### src/hdl/tmcw_pkg.sv
`default_nettype none
package tmcw_pkg;

	localparam int COLUMNS = 80;
	localparam int ROWS    = 25;
	localparam int CELLS   = COLUMNS * ROWS;

	localparam int CELL_AW = $clog2(CELLS);
	localparam int COL_W   = $clog2(COLUMNS);
	localparam int ROW_W   = $clog2(ROWS);
	localparam int IDX_W   = 11;
	localparam int CMP_W   = ((CELL_AW > IDX_W) ? CELL_AW : IDX_W) + 1;

	localparam logic [2:0] CMD_PUT    = 3'd0;
	localparam logic [2:0] CMD_CLEAR  = 3'd1;
	localparam logic [2:0] CMD_SET_FG = 3'd2;
	localparam logic [2:0] CMD_RST_FG = 3'd3;
	localparam logic [2:0] CMD_READ   = 3'd4;

	localparam logic [7:0] CH_NEWLINE   = 8'd10;
	localparam logic [7:0] CH_BACKSPACE = 8'd8;
	localparam logic [7:0] CH_SPACE     = 8'h20;
	localparam logic [7:0] ATTR_RESET   = 8'h0F;
	localparam logic [7:0] LEVEL_ON     = 8'd128;
	localparam logic [7:0] LEVEL_BRIGHT = 8'd200;

	typedef logic [CELL_AW-1:0] cell_addr_t;
	typedef logic [15:0]        cell_data_t;

	typedef struct packed {
		logic       we;
		cell_addr_t waddr;
		cell_data_t wdata;
		logic       re;
		cell_addr_t raddr;
	} mem_req_t;

	// 24-bit RGB -> 4-bit intensity color
	function automatic logic [3:0] fg_intensity(input logic [23:0] rgb);
		logic [7:0] r;
		logic [7:0] g;
		logic [7:0] b;
		logic [3:0] a;
		r = rgb[23:16];
		g = rgb[15:8];
		b = rgb[7:0];
		a[2] = (r > LEVEL_ON);
		a[1] = (g > LEVEL_ON);
		a[0] = (b > LEVEL_ON);
		a[3] = (r > LEVEL_BRIGHT) || (g > LEVEL_BRIGHT) || (b > LEVEL_BRIGHT);
		return a;
	endfunction

endpackage
`default_nettype wire

### src/hdl/tmcw_req_if.sv
`default_nettype none
interface tmcw_req_if;
	logic        valid;
	logic        ready;
	logic [2:0]  cmd;
	logic [7:0]  char_code;
	logic [3:0]  clear_color;
	logic [23:0] fg_rgb;
	logic [10:0] cell_index;

	modport source (output valid, cmd, char_code, clear_color, fg_rgb, cell_index,
		input ready);
	modport sink (input valid, cmd, char_code, clear_color, fg_rgb, cell_index,
		output ready);
endinterface
`default_nettype wire

### src/hdl/tmcw_rsp_if.sv
`default_nettype none
interface tmcw_rsp_if;
	logic        valid;
	logic        ready;
	logic [15:0] cell_word;
	logic [10:0] cursor_pos;
	logic [7:0]  attr_now;

	modport source (output valid, cell_word, cursor_pos, attr_now, input ready);
	modport sink (input valid, cell_word, cursor_pos, attr_now, output ready);
endinterface
`default_nettype wire

### src/hdl/tmcw_ctrl.sv
`default_nettype none
module tmcw_ctrl
	import tmcw_pkg::*;
(
	input  wire logic   clk,
	input  wire logic   arst_n,
	tmcw_req_if.sink    req,
	tmcw_rsp_if.source  rsp,
	output mem_req_t    mreq,
	input  wire cell_data_t rdata
);

	typedef enum logic [2:0] {
		ST_INIT,
		ST_IDLE,
		ST_EXEC,
		ST_READ,
		ST_SCROLL,
		ST_SCROLL_END,
		ST_FILL,
		ST_DONE
	} state_t;

	state_t             state_q;
	logic [2:0]         cmd_q;
	logic [7:0]         char_q;
	logic [3:0]         color_q;
	logic [23:0]        rgb_q;
	logic [IDX_W-1:0]   idx_q;
	cell_addr_t         cursor_q;
	logic [COL_W-1:0]   col_q;
	logic [ROW_W-1:0]   row_q;
	logic [7:0]         attr_q;
	cell_addr_t         ptr_q;
	cell_data_t         fill_q;
	cell_data_t         word_q;
	logic               rd_s1;
	cell_addr_t         dst_s1;
	logic               res_valid_q;
	logic [15:0]        res_word_q;
	logic [10:0]        res_cursor_q;
	logic [7:0]         res_attr_q;

	logic       idx_ok;
	logic       col_last;
	logic       row_last;
	cell_addr_t row_base;
	cell_data_t blank;

	assign idx_ok   = CMP_W'(idx_q) < CMP_W'(CELLS);
	assign col_last = (col_q == COL_W'(COLUMNS - 1));
	assign row_last = (row_q == ROW_W'(ROWS - 1));
	assign row_base = cursor_q - cell_addr_t'(col_q);
	assign blank    = {attr_q, CH_SPACE};

	assign req.ready      = (state_q == ST_IDLE);
	assign rsp.valid      = res_valid_q;
	assign rsp.cell_word  = res_word_q;
	assign rsp.cursor_pos = res_cursor_q;
	assign rsp.attr_now   = res_attr_q;

	always_comb begin
		mreq = '0;
		unique case (state_q)
			ST_INIT: begin
				mreq.we    = 1'b1;
				mreq.waddr = ptr_q;
				mreq.wdata = '0;
			end
			ST_EXEC: begin
				if (cmd_q == CMD_PUT) begin
					if (char_q == CH_BACKSPACE) begin
						mreq.we    = (cursor_q != '0);
						mreq.waddr = cursor_q - cell_addr_t'(1);
						mreq.wdata = blank;
					end else if (char_q != CH_NEWLINE) begin
						mreq.we    = 1'b1;
						mreq.waddr = cursor_q;
						mreq.wdata = {attr_q, char_q};
					end
				end else if (cmd_q == CMD_READ) begin
					mreq.re    = idx_ok;
					mreq.raddr = cell_addr_t'(idx_q);
				end
			end
			ST_SCROLL: begin
				mreq.re    = 1'b1;
				mreq.raddr = ptr_q;
				mreq.we    = rd_s1;
				mreq.waddr = dst_s1;
				mreq.wdata = rdata;
			end
			ST_SCROLL_END: begin
				mreq.we    = rd_s1;
				mreq.waddr = dst_s1;
				mreq.wdata = rdata;
			end
			ST_FILL: begin
				mreq.we    = 1'b1;
				mreq.waddr = ptr_q;
				mreq.wdata = fill_q;
			end
			default: begin
			end
		endcase
	end

	always_ff @(posedge clk or negedge arst_n) begin
		if (!arst_n) begin
			state_q      <= ST_INIT;
			cmd_q        <= '0;
			char_q       <= '0;
			color_q      <= '0;
			rgb_q        <= '0;
			idx_q        <= '0;
			cursor_q     <= '0;
			col_q        <= '0;
			row_q        <= '0;
			attr_q       <= ATTR_RESET;
			ptr_q        <= '0;
			fill_q       <= '0;
			word_q       <= '0;
			rd_s1        <= 1'b0;
			dst_s1       <= '0;
			res_valid_q  <= 1'b0;
			res_word_q   <= '0;
			res_cursor_q <= '0;
			res_attr_q   <= '0;
		end else begin
			rd_s1  <= (state_q == ST_SCROLL);
			dst_s1 <= ptr_q - cell_addr_t'(COLUMNS);
			if (rsp.valid && rsp.ready && (state_q != ST_DONE)) begin
				res_valid_q <= 1'b0;
			end

			unique case (state_q)
				// clearing pass after reset
				ST_INIT: begin
					if (ptr_q == cell_addr_t'(CELLS - 1)) begin
						state_q <= ST_IDLE;
					end else begin
						ptr_q <= ptr_q + cell_addr_t'(1);
					end
				end
				ST_IDLE: begin
					if (req.valid) begin
						cmd_q   <= req.cmd;
						char_q  <= req.char_code;
						color_q <= req.clear_color;
						rgb_q   <= req.fg_rgb;
						idx_q   <= req.cell_index;
						state_q <= ST_EXEC;
					end
				end
				ST_EXEC: begin
					word_q <= '0;
					case (cmd_q)
						CMD_PUT: begin
							if (char_q == CH_NEWLINE) begin
								col_q <= '0;
								if (row_last) begin
									cursor_q <= row_base;
									ptr_q    <= cell_addr_t'(COLUMNS);
									state_q  <= ST_SCROLL;
								end else begin
									cursor_q <= row_base + cell_addr_t'(COLUMNS);
									row_q    <= row_q + ROW_W'(1);
									state_q  <= ST_DONE;
								end
							end else if (char_q == CH_BACKSPACE) begin
								state_q <= ST_DONE;
								if (cursor_q != '0) begin
									cursor_q <= cursor_q - cell_addr_t'(1);
									if (col_q == '0) begin
										col_q <= COL_W'(COLUMNS - 1);
										row_q <= row_q - ROW_W'(1);
									end else begin
										col_q <= col_q - COL_W'(1);
									end
								end
							end else if (col_last) begin
								col_q <= '0;
								if (row_last) begin
									cursor_q <= row_base;
									ptr_q    <= cell_addr_t'(COLUMNS);
									state_q  <= ST_SCROLL;
								end else begin
									cursor_q <= cursor_q + cell_addr_t'(1);
									row_q    <= row_q + ROW_W'(1);
									state_q  <= ST_DONE;
								end
							end else begin
								cursor_q <= cursor_q + cell_addr_t'(1);
								col_q    <= col_q + COL_W'(1);
								state_q  <= ST_DONE;
							end
						end
						CMD_CLEAR: begin
							attr_q   <= {color_q, 4'h0};
							fill_q   <= {color_q, 4'h0, CH_SPACE};
							cursor_q <= '0;
							col_q    <= '0;
							row_q    <= '0;
							ptr_q    <= '0;
							state_q  <= ST_FILL;
						end
						CMD_SET_FG: begin
							attr_q[3:0] <= fg_intensity(rgb_q);
							state_q     <= ST_DONE;
						end
						CMD_RST_FG: begin
							attr_q  <= ATTR_RESET;
							state_q <= ST_DONE;
						end
						CMD_READ: begin
							if (idx_ok) begin
								state_q <= ST_READ;
							end else begin
								state_q <= ST_DONE;
							end
						end
						default: begin
							state_q <= ST_DONE;
						end
					endcase
				end
				ST_READ: begin
					word_q  <= rdata;
					state_q <= ST_DONE;
				end
				// copy cell i+COLUMNS to i; write lands in the cycle after its read
				ST_SCROLL: begin
					if (ptr_q == cell_addr_t'(CELLS - 1)) begin
						state_q <= ST_SCROLL_END;
					end else begin
						ptr_q <= ptr_q + cell_addr_t'(1);
					end
				end
				ST_SCROLL_END: begin
					ptr_q   <= cell_addr_t'(CELLS - COLUMNS);
					fill_q  <= blank;
					state_q <= ST_FILL;
				end
				ST_FILL: begin
					if (ptr_q == cell_addr_t'(CELLS - 1)) begin
						state_q <= ST_DONE;
					end else begin
						ptr_q <= ptr_q + cell_addr_t'(1);
					end
				end
				ST_DONE: begin
					if (!res_valid_q || rsp.ready) begin
						res_valid_q  <= 1'b1;
						res_word_q   <= word_q;
						res_cursor_q <= 11'(cursor_q);
						res_attr_q   <= attr_q;
						state_q      <= ST_IDLE;
					end
				end
				default: begin
					state_q <= ST_IDLE;
				end
			endcase
		end
	end

`ifndef NO_ASSERTIONS
	a_cursor_rowcol: assert property (@(posedge clk) disable iff (!arst_n)
		cursor_q == cell_addr_t'(int'(row_q) * COLUMNS + int'(col_q)))
		else $error("cursor does not match row/column");

	a_rowcol_range: assert property (@(posedge clk) disable iff (!arst_n)
		(int'(col_q) < COLUMNS) && (int'(row_q) < ROWS))
		else $error("row or column out of range");

	a_accept_exec: assert property (@(posedge clk) disable iff (!arst_n)
		(req.valid && req.ready) |=> (state_q == ST_EXEC))
		else $error("accepted request not executed");

	a_result_from_done: assert property (@(posedge clk) disable iff (!arst_n)
		$rose(rsp.valid) |-> $past(state_q == ST_DONE))
		else $error("result raised outside completion");

	a_scroll_write_behind: assert property (@(posedge clk) disable iff (!arst_n)
		(state_q == ST_SCROLL && mreq.we) |-> (mreq.waddr < mreq.raddr))
		else $error("scroll write overtakes read");
`endif

endmodule
`default_nettype wire
### src/flat_wrapper.sv
// flat-port wrapper written by rule: the top's interface ports become plain ports
module tmcw_ctrl_flat import tmcw_pkg::*;
  (clk, arst_n, mreq, rdata, req_valid, req_cmd, req_char_code, req_clear_color, req_fg_rgb, req_cell_index, req_ready, rsp_valid, rsp_cell_word, rsp_cursor_pos, rsp_attr_now, rsp_ready);
  tmcw_req_if req_i ();
  tmcw_rsp_if rsp_i ();
  input  wire logic clk;
  input  wire logic arst_n;
  output mem_req_t mreq;
  input  wire cell_data_t rdata;
  input wire logic [$bits(req_i.valid)-1:0] req_valid;
  input wire logic [$bits(req_i.cmd)-1:0] req_cmd;
  input wire logic [$bits(req_i.char_code)-1:0] req_char_code;
  input wire logic [$bits(req_i.clear_color)-1:0] req_clear_color;
  input wire logic [$bits(req_i.fg_rgb)-1:0] req_fg_rgb;
  input wire logic [$bits(req_i.cell_index)-1:0] req_cell_index;
  output wire logic [$bits(req_i.ready)-1:0] req_ready;
  output wire logic [$bits(rsp_i.valid)-1:0] rsp_valid;
  output wire logic [$bits(rsp_i.cell_word)-1:0] rsp_cell_word;
  output wire logic [$bits(rsp_i.cursor_pos)-1:0] rsp_cursor_pos;
  output wire logic [$bits(rsp_i.attr_now)-1:0] rsp_attr_now;
  input wire logic [$bits(rsp_i.ready)-1:0] rsp_ready;
  assign req_i.valid = req_valid;
  assign req_i.cmd = req_cmd;
  assign req_i.char_code = req_char_code;
  assign req_i.clear_color = req_clear_color;
  assign req_i.fg_rgb = req_fg_rgb;
  assign req_i.cell_index = req_cell_index;
  assign req_ready = req_i.ready;
  assign rsp_valid = rsp_i.valid;
  assign rsp_cell_word = rsp_i.cell_word;
  assign rsp_cursor_pos = rsp_i.cursor_pos;
  assign rsp_attr_now = rsp_i.attr_now;
  assign rsp_i.ready = rsp_ready;
  tmcw_ctrl u_core (.clk(clk), .arst_n(arst_n), .req(req_i), .rsp(rsp_i), .mreq(mreq), .rdata(rdata));
endmodule
### config.mk
export PLATFORM = sky130hd
export DESIGN_NAME = tmcw_ctrl_flat
export DESIGN_NICKNAME = d
export VERILOG_FILES = /design/src/hdl/tmcw_pkg.sv /design/src/hdl/tmcw_req_if.sv /design/src/hdl/tmcw_rsp_if.sv /design/src/hdl/tmcw_ctrl.sv /design/src/flat_wrapper.sv
export SDC_FILE = /design/constraint.sdc
export NUM_CORES = 1
export LEC_CHECK = 0
export BUFFER_PORTS_ARGS = -buffer_cell sky130_fd_sc_hd__buf_2
export CAP_MARGIN = 20
export CORE_AREA = 2 2 181 183
export CTS_BUF_LIST = sky130_fd_sc_hd__clkbuf_8
export DETAILED_ROUTE_END_ITERATION = 8
export DIE_AREA = 0 0 183 185
export GPL_ROUTABILITY_DRIVEN = 0
export SLEW_MARGIN = 10
export SYNTH_ARGS = -nofsm -noshare
export SYNTH_HDL_FRONTEND = slang
export SYNTH_SLANG_ARGS = --single-unit
### constraint.sdc
create_clock -name clk -period 7.8 [get_ports clk]
set_input_delay 0.78 -clock clk [delete_from_list [all_inputs] [get_ports clk]]
set_output_delay 0.78 -clock clk [all_outputs]
set_load 0.02 [all_outputs]
==> reports/metrics.csv, run 1 <==
stage,metric,value,unit
cells_and_area,antenna_cells,0,
worst_setup_path,worst-setup-path-type,reg -> out,
pwr,p_total,4.77,mW
cts,clkSlewWorstSetupHoldPaths,0.10,ns
die,core-area,32000,sq um
cells_and_area,multi_input_area,4840,sq um
logic_synthesis,ys_types,79,
cells_and_area,ff_latch_area,4210,sq um
cells_and_area,nets,1174,
pwr,share_comb_of_total_power,0.508,
drt,drt_wl_total,28200,microns
pwr,p_clk_frac,0.138,
timing,rsz0062_at_grt,false,
logic_synthesis,synth_edf_count,0,
cells_and_area,fill_cells,3306,
worst_setup_path,critPathArrivalTime,3.95,ns
die,io-pin-count,147,
pwr,p_int,2.52,mW
timing,slew-limit-headroom,0.307,
worst_setup_path,critical_path.max_stage_delay,0.91,ns
pwr,netSwitchingPower,2.25,mW
logic_synthesis,ys_seq_area_frac,0.447,
cells_and_area,layout_commonest_cell,dfrtp_1,
timing,post-route-min-period,4.73,ns
worst_setup_path,crit_chain,nor4b_2 -> nand2_1 -> nor2_1 -> o21ai_0 -> o22ai_1 -> buf_2,
timing,tightest_slew,1.04,ns
timing,timing.final.crit_share,0.606,
cts,cts.sinks,168,
placement,place_area,10500,sq um
cts,cts_buffers,17,
cts,clock_latency,0.48,ns
cts,ctsHtreeMaxLevel,4,
drt,first_pass_iters,5,
cts,ctsRootBufferMaster,clkbuf_8,
timing,holdWs,0.390,ns
logic_synthesis,synth_area_per_cell,9.68,sq um
global_route,grt_max_degree,94,
placement,io_buffers,146,
logic_synthesis,synth-main-ff-cell,dfrtp_1,
pwr,power_density,437,nW/um^2
drt,post_drt_wl_per_cell,18.8,microns
timing,finalSetupTns,0,ns
drt,drc,0,
cells_and_area,drive_above_1_share,0.275,
drt,ant_nets,0,
timing,fmax,0.211,GHz
drt,vias,8105,
timing,setup_viol,0,
worst_setup_path,crit_slowest_cell,nor2_1,
cts,cts_tree,built,
cts,postCtsHoldBufs,0,
global_route,antenna_found_initial,1,
logic_synthesis,synth-seq-cells,168,
cts,cts_buffer_depth,2,
cells_and_area,layout_common_cells,"164 x dfrtp_1, 145 x buf_2, 120 x nand2_1",
worst_hold_path,hp-class,in -> async,
die,die-area,33900,sq um
flow_run,maxCapViolCount,0,
worst_setup_path,crit_path_start,u_core.state_q[0],
pwr,irDropWorstVdd,0.000199,V
timing,finalHoldViolCount,0,
status,status,finished clean,
global_route,overflow,0,
timing,slew_viol_final,0,
worst_setup_path,reg2regPathDepth,6,
cells_and_area,area_delta_synth_final,15.9,%
global_route,grt_pass1_wl,43700,microns
logic_synthesis,syn_area,9410,sq um
logic_synthesis,syn_nets,1063,
logic_synthesis,synth_cells,972,
worst_setup_path,cp_max_fo,29,
pwr,leakage,4.97,nW
die,die_w,183,microns
global_route,grt_usage,0.165,
pwr,power_frac_seq,0.355,
timing,fin_skew,0.0169,ns
die,die_h,185,microns
worst_setup_path,reg2reg_from,u_core.state_q[0],
logic_synthesis,yosysWarningCount,0,
worst_setup_path,worstPathRequired,7.02,ns
worst_setup_path,cp-end-kind,output pin,
worst_setup_path,start_kind,flip-flop,
die,initial_utilization,0.294,
die,fp-row-count,66,
cts,cts_resized,0,
logic_synthesis,async_flop_share,1.00,
global_route,first_global_vias,7702,
drt,via_per_inst,5.39,
placement,dp_hpwl,20500,microns
cells_and_area,final_area,10900,sq um
drt,drt_iter0_drc,675,
pwr,switching_share,0.472,
cts,post_cts_buffers,0,
## worst paths after layout
path	to	slack [ns]
max	mreq[37]	3.07
min reg2reg	u_core.fill_q[5]	0.48
min	u_core.idx_q[1]	0.39
max in group asynchronous	u_core.rsp.cell_word[13]	5.90
max reg2reg	u_core.ptr_q[8]	4.07
min in group clk	u_core.fill_q[5]	0.48
## area by class of cell
class | instances | share of cell area
Clock buffer | 17 | 0.0215
Clock inverter | 15 | 0.0163
Timing Repair Buffer | 154 | 0.0756
Tap cell | 408 | 0.0468
Sequential cell | 168 | 0.386
Multi-Input combinational cell | 713 | 0.444
Inverter | 29 | 0.00998
## metrics by stage
step	cells	utilization	setup slack [ns]
after global routing	1504	0.340	2.85
after global placement	1470	0.326	3.86
after detailed placement	1471	0.327	3.71
after floorplan	972	-	4.86
after CTS	1503	0.340	3.18
final	1504	0.340	3.07
## metal layers
metal | wire, microns | GRT usage | vias to the layer above
met5 | 11 | 0 | -
met4 | 650 | 0.0589 | 2
met3 | 1620 | 0.0334 | 56
met2 | 13000 | 0.259 | 303
met1 | 13000 | 0.227 | 3984
li1 | - | - | 3760
## power groups by stage
| stage | sequential [mW] | combinational [mW] | clock (mW) |
|---|---|---|---|
| floorplan | 1.54 | 1.83 | 0 |
| detailed placement | 1.70 | 2.39 | 0 |
| finish | 1.69 | 2.42 | 0.658 |
| CTS | 1.68 | 2.41 | 0.673 |
| global route | 1.75 | 2.65 | 0.709 |
| global placement | 1.69 | 2.34 | 0 |
## synthesized netlist by cell type, drive strengths merged, types with 9 or more instances
cell    number  share of area
nor4        11          0.010
nor2        73          0.029
nor3        25          0.013
inv         29          0.012
ha          20          0.027
xnor2        9         0.0084
nand2      122          0.049
nand3       15         0.0085
and2        13         0.0089
clkbuf      41          0.016
mux2        85           0.10
o21ai       89          0.047
buf         21          0.011
nor2b       12         0.0082
a221o       10          0.011
a31oi        9         0.0076
o22ai       10         0.0066
o211ai       9         0.0082
a22o        23          0.021
dfrtp      164           0.44
a21oi       36          0.019
and3        14         0.0093
## kinds of logic (layout without fill, tap and decap cells)
group,after synthesis,after routing,share of synthesized area
AO/OA/AOI/OAI,264,264,0.193
adder cells (fa/ha/maj),21,21,0.0287
AND/OR/NAND/NOR,319,319,0.167
multiplexers,93,93,0.110
XOR/XNOR,16,16,0.0149
buffers and inverters,91,215,0.0391
flip-flops,168,168,0.447
## worst max-delay path: cells and delay by family (launching register included)
| kind | cells | cell delay [ns] |
|---|---|---|
| AND/OR/NAND/NOR | 3 | 1.96 |
| flip-flops | 1 | 0.75 |
| AO/OA/AOI/OAI | 2 | 0.54 |
| buffers and inverters | 1 | 0.23 |
## registers in the layout, summed over array words and instances, names as in the netlist, 3 cells and up
| signal | cells |
|---|---|
| u_core.attr_q | 8 |
| u_core.char_q | 8 |
| u_core.cmd_q | 3 |
| u_core.col_q | 7 |
| u_core.color_q | 4 |
| u_core.cursor_q | 11 |
| u_core.dst_s1 | 11 |
| u_core.fill_q | 9 |
| u_core.idx_q | 11 |
| u_core.ptr_q | 11 |
| u_core.rgb_q | 24 |
| u_core.row_q | 5 |
| u_core.rsp.attr_now | 8 |
| u_core.rsp.cell_word | 16 |
| u_core.rsp.cursor_pos | 11 |
| u_core.state_q | 3 |
| u_core.word_q | 16 |
(Power assumes the default switching activity.)
==> inputs of run 2 (changes only) <==
- clock period: 7.8 -> 4.45 ns (I/O delays scaled with it)
==> reports/metrics.csv, run 2 (same netlist as run 1, synthesis figures left out) <==
stage,metric,value,unit
timing,finalSetupTns,0,ns
global_route,first_global_vias,7448,
cells_and_area,layout_common_cells,"164 x dfrtp_1, 145 x buf_2, 120 x nand2_1",
cells_and_area,layout_commonest_cell,dfrtp_1,
die,die-area,33900,sq um
timing,rsz0062_at_grt,false,
pwr,p_int,4.40,mW
pwr,power_frac_seq,0.349,
cts,cts_resized,0,
drt,via_per_inst,5.29,
timing,tightest_slew,0.926,ns
drt,vias,7990,
cts,cts_buffers,17,
cts,ctsRootBufferMaster,clkbuf_8,
die,core-area,32000,sq um
die,io-pin-count,147,
pwr,leakage,4.98,nW
cts,post_cts_buffers,0,
die,die_w,183,microns
timing,slew-limit-headroom,0.383,
placement,place_area,10500,sq um
worst_setup_path,worst-setup-path-type,reg -> out,
global_route,grt_pass1_wl,43000,microns
global_route,overflow,0,
pwr,share_comb_of_total_power,0.512,
cts,ctsHtreeMaxLevel,4,
timing,slew_viol_final,0,
global_route,grt_usage,0.163,
cts,clkSlewWorstSetupHoldPaths,0.10,ns
worst_setup_path,critPathArrivalTime,3.20,ns
pwr,switching_share,0.469,
worst_setup_path,ff2ff_setup_slack,1.29,ns
global_route,antenna_found_initial,2,
worst_setup_path,reg2regPathDepth,10,
cells_and_area,nets,1177,
timing,fin_skew,0.0264,ns
pwr,p_clk_frac,0.139,
status,status,finished clean,
die,fp-row-count,66,
drt,first_pass_iters,5,
drt,drt_wl_total,27700,microns
die,initial_utilization,0.294,
pwr,power_density,760,nW/um^2
drt,drc,0,
drt,drt_iter0_drc,698,
worst_setup_path,reg2reg_from,u_core.cursor_q[0],
cells_and_area,largest_register_ffs,24,
placement,dp_hpwl,20200,microns
worst_setup_path,cp_max_fo,19,
cts,cts_buffer_depth,2,
cts,cts_tree,built,
worst_setup_path,start_kind,flip-flop,
drt,ant_nets,0,
cells_and_area,top_register,u_core.rgb_q,
cells_and_area,drive_above_1_share,0.277,
worst_setup_path,cp-end-kind,output pin,
timing,setup_viol,0,
cts,postCtsHoldBufs,0,
cells_and_area,fin_cells,1509,
worst_setup_path,r2r_end,u_core.cursor_q[10],
timing,timing.final.crit_share,0.818,
worst_hold_path,hp-class,in -> async,
pwr,netSwitchingPower,3.89,mW
cells_and_area,final_area,10900,sq um
timing,post-route-min-period,3.64,ns
drt,post_drt_wl_per_cell,18.4,microns
pwr,irDropWorstVdd,0.000276,V
timing,fmax,0.275,GHz
flow_run,maxCapViolCount,0,
timing,fin_ws,0.809,ns
placement,place_ws,1.32,ns
worst_setup_path,worstPathRequired,4.01,ns
die,die_h,185,microns
global_route,grt_max_degree,95,
cts,clock_latency,0.48,ns
cts,cts.sinks,168,
cells_and_area,area_delta_synth_final,16.1,%
placement,placed_cells,1475,
placement,io_buffers,146,
timing,finalHoldViolCount,0,
pwr,p_total,8.29,mW
-- run 2: critical path, cell delays in order, from the launching register on --
cell	delay, ns
dfrtp_1	0.62
nor4_1	0.42
and2_1	0.75
nand2_1	0.17
nor2_1	0.13
a21oi_1	0.05
o22ai_1	0.34
buf_2	0.24
-- run 2: metrics by stage --
step | hold WS, ns | util
floorplan | 0.149 | -
global placement | 0.456 | 0.328
detailed placement | 0.460 | 0.328
CTS | 0.101 | 0.341
global route | 0.127 | 0.341
finish | 0.0821 | 0.341
-- run 2: area by class of cell --
type / count / area [sq um]
antenna: 2 / 5.00
clock buffer: 17 / 234
clock inverter: 15 / 179
fill: 3284 / 21100
inverter: 29 / 109
multi-input combinational: 713 / 4840
sequential: 168 / 4210
tap: 408 / 510
timing repair buffer: 157 / 832
-- run 2: power by group through the flow --
stage	clock, mW	combinational (mW)	sequential [mW]
final	1.15	4.25	2.89
after global routing	1.25	4.70	3.00
after CTS	1.19	4.25	2.88
after detailed placement	0	4.22	2.92
after global placement	0	4.19	2.89
after floorplan	0	3.20	2.70
-- run 2: worst max-delay path by stage --
stage | cells past startpoint | slack, ns | startpoint | endpoint
floorplan | 12 | 1.51 | u_core.cursor_q[0] | u_core.cursor_q[10]
global placement | 11 | 1.42 | u_core.cursor_q[0] | u_core.cursor_q[10]
detailed placement | 11 | 1.32 | u_core.cursor_q[0] | u_core.cursor_q[10]
CTS | 7 | 0.94 | u_core.state_q[2] | mreq[39]
global route | 8 | 0.59 | u_core.cursor_q[0] | mreq[38]
finish | 7 | 0.81 | u_core.char_q[1] | mreq[36]
-- run 2: layer usage --
layer / share of wire / routed length [microns] / track usage
met4: 0.011 / 312 / 0.0336
met3: 0.062 / 1720 / 0.0326
met5: 0 / 0 / 0
met2: 0.46 / 12800 / 0.254
met1: 0.47 / 12900 / 0.234
